$ cat src/rtl/xtea_pkg.sv
// Shared types, constants and helper functions for the XTEA cipher core.
// Used by xtea_cell and xtea_block_cipher_core; no dependencies.
package xtea_pkg;

  localparam int unsigned ROUNDS   = 32;
  localparam int unsigned STAGES   = 2 * ROUNDS;
  localparam int unsigned WORD_W   = 32;
  localparam int unsigned CFG_IDX_W = 3;

  localparam logic [WORD_W-1:0] XTEA_DELTA    = 32'h9E37_79B9;
  localparam logic [WORD_W-1:0] XTEA_DEC_SUM  = WORD_W'(64'(XTEA_DELTA) * 64'(ROUNDS));

  localparam logic OP_ENC = 1'b0;
  localparam logic OP_DEC = 1'b1;

  localparam logic [CFG_IDX_W-1:0] KEY_IDX_W0 = 3'd0;
  localparam logic [CFG_IDX_W-1:0] KEY_IDX_W1 = 3'd1;
  localparam logic [CFG_IDX_W-1:0] KEY_IDX_W2 = 3'd2;
  localparam logic [CFG_IDX_W-1:0] KEY_IDX_W3 = 3'd3;

  typedef logic [3:0][WORD_W-1:0] xtea_key_t;

  typedef struct packed {
    logic              op;
    logic [WORD_W-1:0] block_first;
    logic [WORD_W-1:0] block_second;
  } xtea_in_t;

  typedef struct packed {
    logic [WORD_W-1:0] out_first;
    logic [WORD_W-1:0] out_second;
  } xtea_out_t;

  // Working state of one item as it moves down the cell chain.
  typedef struct packed {
    logic              op;
    logic              half;
    logic [WORD_W-1:0] a;
    logic [WORD_W-1:0] b;
    logic [WORD_W-1:0] sum;
  } xtea_stage_t;

  function automatic logic [WORD_W-1:0] swap_bytes(input logic [WORD_W-1:0] w);
    return {w[7:0], w[15:8], w[23:16], w[31:24]};
  endfunction

  function automatic logic [WORD_W-1:0] mix(input logic [WORD_W-1:0] w);
    return ((w << 4) ^ (w >> 5)) + w;
  endfunction

endpackage

$ cat src/rtl/xtea_cell.sv
// One XTEA half-round cell: updates one block word and, on the first half of each round, the running sum.
// Depends on xtea_pkg.
module xtea_cell (
  input  logic                 clk,
  input  logic                 rst_n,
  input  logic                 en,
  input  xtea_pkg::xtea_key_t  key,
  input  logic                 vld_in,
  input  xtea_pkg::xtea_stage_t stg_in,
  output logic                 vld_out,
  output xtea_pkg::xtea_stage_t stg_out
);
  import xtea_pkg::*;

  logic        vld_r;
  xtea_stage_t stg_r;
  xtea_stage_t stg_nxt;
  logic [WORD_W-1:0] t_a;
  logic [WORD_W-1:0] t_b;

  always_comb begin
    t_a = mix(stg_in.b) ^ (stg_in.sum + key[stg_in.sum[1:0]]);
    t_b = mix(stg_in.a) ^ (stg_in.sum + key[stg_in.sum[12:11]]);
    stg_nxt      = stg_in;
    stg_nxt.half = ~stg_in.half;
    if (stg_in.op == OP_ENC) begin
      if (!stg_in.half) begin
        stg_nxt.a   = stg_in.a + t_a;
        stg_nxt.sum = stg_in.sum + XTEA_DELTA;
      end else begin
        stg_nxt.b = stg_in.b + t_b;
      end
    end else begin
      if (!stg_in.half) begin
        stg_nxt.b   = stg_in.b - t_b;
        stg_nxt.sum = stg_in.sum - XTEA_DELTA;
      end else begin
        stg_nxt.a = stg_in.a - t_a;
      end
    end
  end

  always_ff @(posedge clk) begin
    if (!rst_n) begin
      vld_r <= 1'b0;
    end else if (en) begin
      vld_r <= vld_in;
    end
  end

  always_ff @(posedge clk) begin
    if (en) begin
      stg_r <= stg_nxt;
    end
  end

  assign vld_out = vld_r;
  assign stg_out = stg_r;

endmodule

$ cat config.mk
export PLATFORM = sky130hd
export DESIGN_NAME = xtea_cell
export DESIGN_NICKNAME = d
export VERILOG_FILES = /design/src/rtl/xtea_pkg.sv /design/src/rtl/xtea_cell.sv
export SDC_FILE = /design/constraint.sdc
export NUM_CORES = 1
export LEC_CHECK = 0
export BUFFER_PORTS_ARGS = -buffer_cell sky130_fd_sc_hd__buf_2
export CAP_MARGIN = 10
export CORE_MARGIN = 3
export CORE_UTILIZATION = 55
export DETAILED_ROUTE_END_ITERATION = 8
export PLACE_DENSITY = 0.78
export SLEW_MARGIN = 20
export SYNTH_ARGS = -nofsm -noshare
export SYNTH_HDL_FRONTEND = slang
export SYNTH_SLANG_ARGS = --single-unit
$ cat constraint.sdc
create_clock -name clk -period 16 [get_ports clk]
set_clock_uncertainty 0.2 [all_clocks]
set_input_delay 0.8 -clock clk [delete_from_list [all_inputs] [get_ports clk]]
set_output_delay 0.8 -clock clk [all_outputs]
set_load 0.01 [all_outputs]
* Word-level counts from Yosys, hierarchy flattened
Index checks and enable logic that the tools add are counted.
** Word-level totals
- Register bits :: 99
- Bits in latches :: 0
- Bits in writable memories :: 0
- ROM bits :: 0
- Input bits :: 230
- Output and inout port bits :: 99
- Logic and storage cells :: 33
- Memories kept :: 0
** Operators by class
- Add/sub/neg operators :: 10
- Multipliers :: 0
- Divide/modulo/power cells :: 0
- $lt $le $gt $ge :: 2
- Eq/ne operators :: 0
- Shifts and indexed selects :: 0
- Multiplexer cells :: 10
- Bitwise gates (word level) :: 5
- Reductions and logical operators :: 0
** Operators by type and width (count)
- adder 32 bit :: 6
- two-way mux 32 bit :: 6
- binary-select mux 32 bit (select 2 bit) :: 2
- two-way mux 96 bit :: 1
- two-way mux 64 bit :: 1
- subtractor 32 bit :: 2
- bitwise XOR 32 x 27 -> 32 bit :: 2
- bitwise XOR 32 bit :: 2
- adder 32 bit (second input constant) :: 1
- subtractor 32 bit (second input constant) :: 1
- < comparator 2 x 3 -> 1 bit (second input constant) :: 2
- inverter 1 bit :: 1

* Depth between registers and ports, before layout
Gate-level depths: netlist of run 1.
- Word-level depth :: 7
- Depth in mapped cells :: 28
- Mapped depth without buffers :: 27

* Worst setup path after synthesis of run 1
No wires, ideal clock.
- Path kind :: input-to-reg
- From :: input stg_in[11] (netlist name)
- To :: register stg_r, in the netlist stg_out[59] (data pin)
- Setup time :: 0.272 ns
- Arrival time :: 6.787 ns
- Required time :: 15.528 ns
- Slack :: 8.740 ns
- Stages on the path :: 28
- Path buffers :: 3
- Path through :: buf_1 > clkbuf_1 > mux4_2 > ha_1 > a21o_1 > a21o_1 > a21oi_1 > a21oi_1 > or2_1 > o21a_1 > nor2_1 > o21bai_1 > a21o_1 > xnor2_1 > xnor2_1 > ha_1 > clkbuf_1 > nand2b_1 > o311ai_0 > a222oi_1 > o2111a_1 > a21oi_1 > or3_1 > a21o_1 > a21oi_1 > o21ai_0 > nand3_1 > o2111ai_1
** RTL lines
- start, declared :: line xtea_cell.sv:9 : input xtea_pkg::xtea_stage_t stg_in,
- end signal, assigned :: line xtea_cell.sv:53 : stg_r <= stg_nxt;
- end, declared :: line xtea_cell.sv:16 : xtea_stage_t stg_r;

==> run_results.csv, run 1 <==
group,metric,value,unit
run_status,outcome,"finished, final reports clean",
floorplanning,chipHeight,197.7,um
final_layout,layout_common_cells,"327 x buf_2, 260 x ha_1, 256 x a21oi_1, 206 x nor2_1, 171 x xnor2_1",
final_layout,area_delta_synth_final,11.08,%
drt,drc,0,
setup_path,arrival,7.70,ns
floorplanning,core_area,35910,um^2
global_routing,grt_pass1_vias,20230,
floorplanning,die_x,197.7,um
clock_network,ctsHoldBuffers,0,
yosys,ys_seq_elements,99,
clock_network,clk_latency,0.38,ns
drt,drt_iter0_drc,2030,
final_layout,final_layout_size_suffix_gt1_frac,0.1689,
sta,finalSetupViolations,0,
yosys,synth.avg_cell_area,8.200,um^2
yosys,synthCells,2464,
clock_network,cts_setup_buffers,0,
sta,fmax,0.1286,GHz
placement,hpwl,58850,um
clock_network,cts_sinks,99,
global_routing,grt_use_total,0.3642,
drt,detail-route-antenna-nets,0,
sta,worst_pin_slew,0.9388,ns
min_path,hold_path.class,"reg2reg",
placement,io_buffers,328,
job,maxCapViolCount,0,
yosys,netlist_area,20200,um^2
placement,place.gp.congestion,1.018,
setup_path,cp_max_fo,40,
yosys,yosysTopAreaCell,"ha_1",
floorplanning,num_rows,69,
floorplanning,ios,329,
final_layout,final_nets,3218,
yosys,synth_nets,2962,
floorplanning,start_util,0.5626,
final_layout,final_common_cell,"buf_2",
final_layout,multiInputGateArea,16320,um^2
setup_path,required,15.92,ns
clock_network,clkTransAtPathRegs,0.07,ns
sta,hold_viol_final,0,
clock_network,htreeDepth,3,
final_layout,regArea,2963,um^2
sta,grt_setup_unrepaired,"no",
setup_path,worst-setup-path-type,"in2reg",
clock_network,cts_root_buf,"clkbuf_16",
global_routing,antenna_found_initial,1,
pwr,worst_ir_drop_vdd,0.00007739,V
final_layout,final.fill_count,3210,
drt,drt-total-wl,73420,um
drt,drtPass1Iterations,6,
sta,drv_slew,0,
clock_network,cts_buffers,9,
yosys,yosys.cell_types.count,85,
clock_network,clk_path_buf_depth,2,
sta,fin_crit_sh,0.4861,
pwr,powerDensity,145.7,nW/um^2
yosys,synth-main-ff-cell,"edfxtp_1",
global_routing,grt_overflow,0,
yosys,synth_edf_count,98,
global_routing,grt_pass1_wl,111300,um
setup_path,crit_path_start_kind,"input pin",
sta,fin_crit,7.778,ns
pwr,leakage,10.02,nW
yosys,synth.top_cell.area_share,0.1610,
clock_network,cts_tree,"yes",
drt,wire_per_inst,23.04,um
clock_network,cts_resized,0,
sta,tns,0,ns
global_routing,grt_max_degree,57,
setup_path,crit_path_end_kind,"flop",
floorplanning,die_area,39070,um^2
sta,slew-limit-headroom,0.3742,
placement,placedCellCount,3170,
yosys,synth_area_leaders,"ha_1 16%, edfxtp_1 15%, xnor2_1 7.4%, mux4_2 7.1%, xor2_1 6.5%",
yosys,yosysSeqAreaShare,0.1466,
yosys,yosysWarnings,0,
final_layout,fin_cells,3187,
yosys,synthArstFlopShare,0,
drt,num_vias,21310,
drt,vias_per_cell,6.686,
layout make-up:
class / instances / share of cell area
Clock buffer: 10 / 0.01020
Inverter: 145 / 0.02425
Timing Repair Buffer: 346 / 0.07928
Sequential cell: 99 / 0.1320
Tap cell: 461 / 0.02570
Clock inverter: 5 / 0.001338
Multi-Input combinational cell: 2119 / 0.7270
Antenna cell: 2 / 0.0002230
where the power goes:
group	leakage, nW	internal, W	switching [W]	total [W]
registers	0.968	0.000378	0.0000162	0.000395
logic	8.92	0.00104	0.00162	0.00266
clock network	0.128	0.000104	0.000113	0.000217
logic make-up (layout without fill, tap and decap cells):
logic type / after synthesis / after routing / synth area share
compound gates: 830 / 830 / 0.2764
xor+xnor: 322 / 322 / 0.1396
fa+ha+maj: 268 / 268 / 0.1689
buf+inv: 246 / 506 / 0.04595
flops: 99 / 99 / 0.1466
mux: 72 / 72 / 0.07530
other cells: 0 / 2 / 0
simple gates: 627 / 627 / 0.1471
worst paths after layout:
kind                    from     endpoint  slack, ns  cells after the start
setup reg to reg     vld_out      vld_out      15.21                      2
hold reg to reg      vld_out      vld_out       0.32                      2
hold / removal       vld_out      vld_out       0.32                      2
setup / recovery  stg_in[12]  stg_out[63]       8.22                     27
flip-flops by register name, summed over array words and instances, names as in the netlist:
signal	count
stg_out	98
vld_out	1
worst max-delay path: stages:
cell and delay, ns:
buf_2 0.69, mux4_2 0.36, ha_1 0.20, inv_1 0.07
fa_1 0.43, nor2b_1 0.21, o2111ai_1 0.18, nand4_1 0.15
a21oi_1 0.08, o21ai_0 0.55, nand2_1 0.16, o21bai_1 0.24
a21o_1 0.15, a21oi_1 0.07, xnor2_1 0.49, xnor2_1 0.20
ha_1 0.42, nor3_1 0.42, nand4_1 0.18, a2111o_1 0.42
a21oi_1 0.23, o31a_1 0.24, a21oi_1 0.08, a221oi_1 0.30
nor3_1 0.09, nor3b_1 0.21, a211oi_1 0.06
cell usage after synthesis, types with 6 or more instances:
cell	count
o21a_1	18
nor2b_1	27
edfxtp_1	98
o31ai_1	10
nor2_1	207
o221ai_1	15
xnor2_1	171
nor4_1	7
o211ai_1	26
o2111ai_1	7
o2bb2ai_1	6
nand3b_1	7
a21o_1	97
and3_1	18
a22o_1	8
and2_1	12
a211oi_1	36
inv_1	141
o31a_1	10
mux2i_1	8
mux4_2	64
o21bai_1	43
nand3_1	44
o21ai_1	13
a221o_1	17
fa_1	8
a31o_2	8
nand2_1	142
nand4_1	25
o22ai_1	29
a21oi_1	256
xor2_1	151
or3_1	21
nand2b_1	36
clkbuf_1	84
a221oi_1	16
a22oi_1	16
buf_1	13
or4_1	8
a31oi_1	15
a211o_1	11
nor3_1	53
ha_1	260
o21ai_0	106
metrics by stage:
step	area (um^2)	power, W	hold WS [ns]	setup slack (ns)	util
floorplan	20200	0.002316	0.3383	8.740	-
global placement	22180	0.002933	0.2931	8.277	0.6175
detailed placement	22180	0.002972	0.3037	7.949	0.6175
CTS	22440	0.003199	0.3264	8.367	0.6248
global route	22440	0.003516	0.3582	7.646	0.6248
finish	22440	0.003270	0.3180	8.222	0.6249
metal layers:
layer	global-route usage	up-vias	routed length, um
met5	0	-	0
met4	0.1237	0	2490
met3	0.07044	184	8166
met2	0.5819	1320	32820
met1	0.4963	10080	29940
li1	-	9723	-
Power figures use the tool's default switching activity.
==> inputs of run 2 (changes only) <==
CORE_UTILIZATION = 54   (was 55)
PLACE_DENSITY = 0.8   (was 0.78)
clock period = 6.8 ns   (was 16 ns; I/O delays follow)
==> run_results.csv, run 2 (synthesis results as in run 1) <==
group,metric,value,unit
drt,drt-total-wl,75300,um
placement,io_buffers,328,
drt,wire_per_inst,23.29,um
placement,place.gp.congestion,1.037,
drt,drtPass1Iterations,6,
global_routing,grt_max_degree,56,
run_status,outcome,"finished, final reports clean",
floorplanning,chipHeight,199.4,um
clock_network,cts_setup_buffers,0,
sta,slew-limit-headroom,0.4011,
pwr,switching_power,0.004183,W
global_routing,grt_overflow,0,
clock_network,clk_latency,0.39,ns
setup_path,arrival,6.31,ns
drt,drt_iter0_drc,1765,
sta,hold_viol_final,0,
final_layout,final.fill_count,3336,
pwr,powerDensity,346.1,nW/um^2
sta,fmax,0.1573,GHz
pwr,worst_ir_drop_vdd,0.0001487,V
setup_path,cp_max_fo,10,
pwr,internal-power,0.003697,W
setup_path,crit_path_end_kind,"flop",
final_layout,final_common_cell,"buf_2",
final_layout,layout_common_cells,"326 x buf_2, 260 x ha_1, 256 x a21oi_1, 206 x nor2_1, 171 x xnor2_1",
floorplanning,ios,329,
setup_path,worst-setup-path-type,"in2reg",
sta,drv_slew,0,
drt,detail-route-antenna-nets,0,
clock_network,cts_buffers,9,
clock_network,cts_sinks,99,
sta,fin_crit,6.358,ns
global_routing,grt_pass1_wl,114300,um
pwr,switching_share,0.5308,
placement,hpwl,61120,um
floorplanning,core_area,36790,um^2
final_layout,area_delta_synth_final,12.69,%
final_layout,fin_cells,3233,
pwr,pwr-share-clk,0.065,
final_layout,final_layout_size_suffix_gt1_frac,0.1813,
clock_network,cts_tree,"yes",
sta,finalSetupViolations,0,
sta,worst_pin_slew,0.8962,ns
global_routing,grt_use_total,0.3692,
floorplanning,die_area,39770,um^2
placement,post-place-ws,0.04686,ns
pwr,pwr-share-comb,0.817,
setup_path,crit_path_start_kind,"input pin",
final_layout,final_nets,3258,
final_layout,largest_register_ffs,98,
job,maxCapViolCount,0,
clock_network,htreeDepth,3,
clock_network,clk_path_buf_depth,2,
pwr,p_seq_frac,0.118,
pwr,leakage,10.21,nW
sta,fin_ws,0.4424,ns
drt,num_vias,21320,
sta,fin_crit_sh,0.9349,
floorplanning,die_x,199.4,um
min_path,hold_path.class,"in2reg",
drt,vias_per_cell,6.593,
sta,grt_setup_unrepaired,"no",
clock_network,cts_root_buf,"clkbuf_16",
clock_network,clkTransAtPathRegs,0.08,ns
floorplanning,num_rows,70,
global_routing,antenna_found_initial,2,
setup_path,required,6.75,ns
drt,drc,0,
global_routing,grt_pass1_vias,20620,
placement,placedCellCount,3215,
floorplanning,start_util,0.5493,
final_layout,fin_util,0.6190,
sta,tns,0,ns
-- run 2: cell count changes in the layout (fill, tap and decap cells not counted), sizes merged --
cell | before | now
clkbuf | 10 | 12
buf | 346 | 383
diode | 2 | 1
clkinv | 5 | 4
dlygate4sd3 | 0 | 2
-- run 2: final cells by class --
class	count	area, um^2	area share
flip-flops and latches	99	2963	0.1301
repair buffers	386	2087	0.09166
well taps	468	585.6	0.02572
inverters	145	544.3	0.02390
clock buffers	11	232.7	0.01022
multi-input cells	2119	16330	0.7171
clock inverters	4	27.53	0.001209
diodes	1	2.502	0.0001099
-- run 2: worst paths after layout --
check             start           to  slack, ns  cells past startpoint
max          stg_in[37]  stg_out[95]       0.44                     26
min          stg_in[31]  stg_out[31]       0.11                      2
max reg2reg     vld_out      vld_out       5.45                      3
min reg2reg     vld_out      vld_out       0.87                      3
-- run 2: timing repair --
| action | 4_1_cts | 5_1_grt |
|---|---|---|
| endpoints found under the hold margin | 1 | 0 |
| hold buffers | 2 | 0 |
| endpoints found under the setup margin | 0 | 2 |
| gates resized for setup | 0 | 3 |
-- run 2: power by group through the flow --
stage,registers [W],logic (W),clock network (W)
3_5_place_dp,0.000942,0.00624,0
5_1_grt,0.000944,0.00702,0.000538
3_3_place_gp,0.000940,0.00616,0
4_1_cts,0.000930,0.00627,0.000523
2_1_floorplan,0.00103,0.00442,0
6_report,0.000928,0.00644,0.000514
-- run 2: layer usage --
layer,GRT usage,up-vias,share of wire
met5,0,-,0
met4,0.1592,0,0.044
met3,0.06390,208,0.11
met2,0.5790,1219,0.44
met1,0.5031,10120,0.41
li1,-,9772,-
-- run 2: stage by stage --
step                      hold WS [ns]  cell area [um^2]  total power (W)
after floorplan                 0.2389             20200         0.005449
after global placement          0.2923             22470         0.007102
after detailed placement        0.2972             22470         0.007183
after CTS                      0.09616             22750         0.007725
after global routing            0.1090             22770         0.008499
final                           0.1140             22770         0.007880
-- run 2: worst max-delay path, cell delays in order --
cell,delay [ns]
buf_2,0.18
ha_1,0.24
inv_1,0.14
fa_1,0.29
nor2b_1,0.07
o21ai_0,0.23
a21oi_1,0.13
or2_2,0.33
a21o_1,0.19
a21o_1,0.19
a21o_1,0.18
a21oi_1,0.23
xnor2_1,0.12
xnor2_1,0.44
ha_1,0.39
and4_1,0.25
and2_1,0.19
nand3_1,0.09
o221ai_1,0.37
nand2_1,0.17
a31oi_2,0.37
a211oi_2,0.19
o41ai_1,0.30
a21oi_1,0.13
xnor2_1,0.13
a221oi_1,0.41
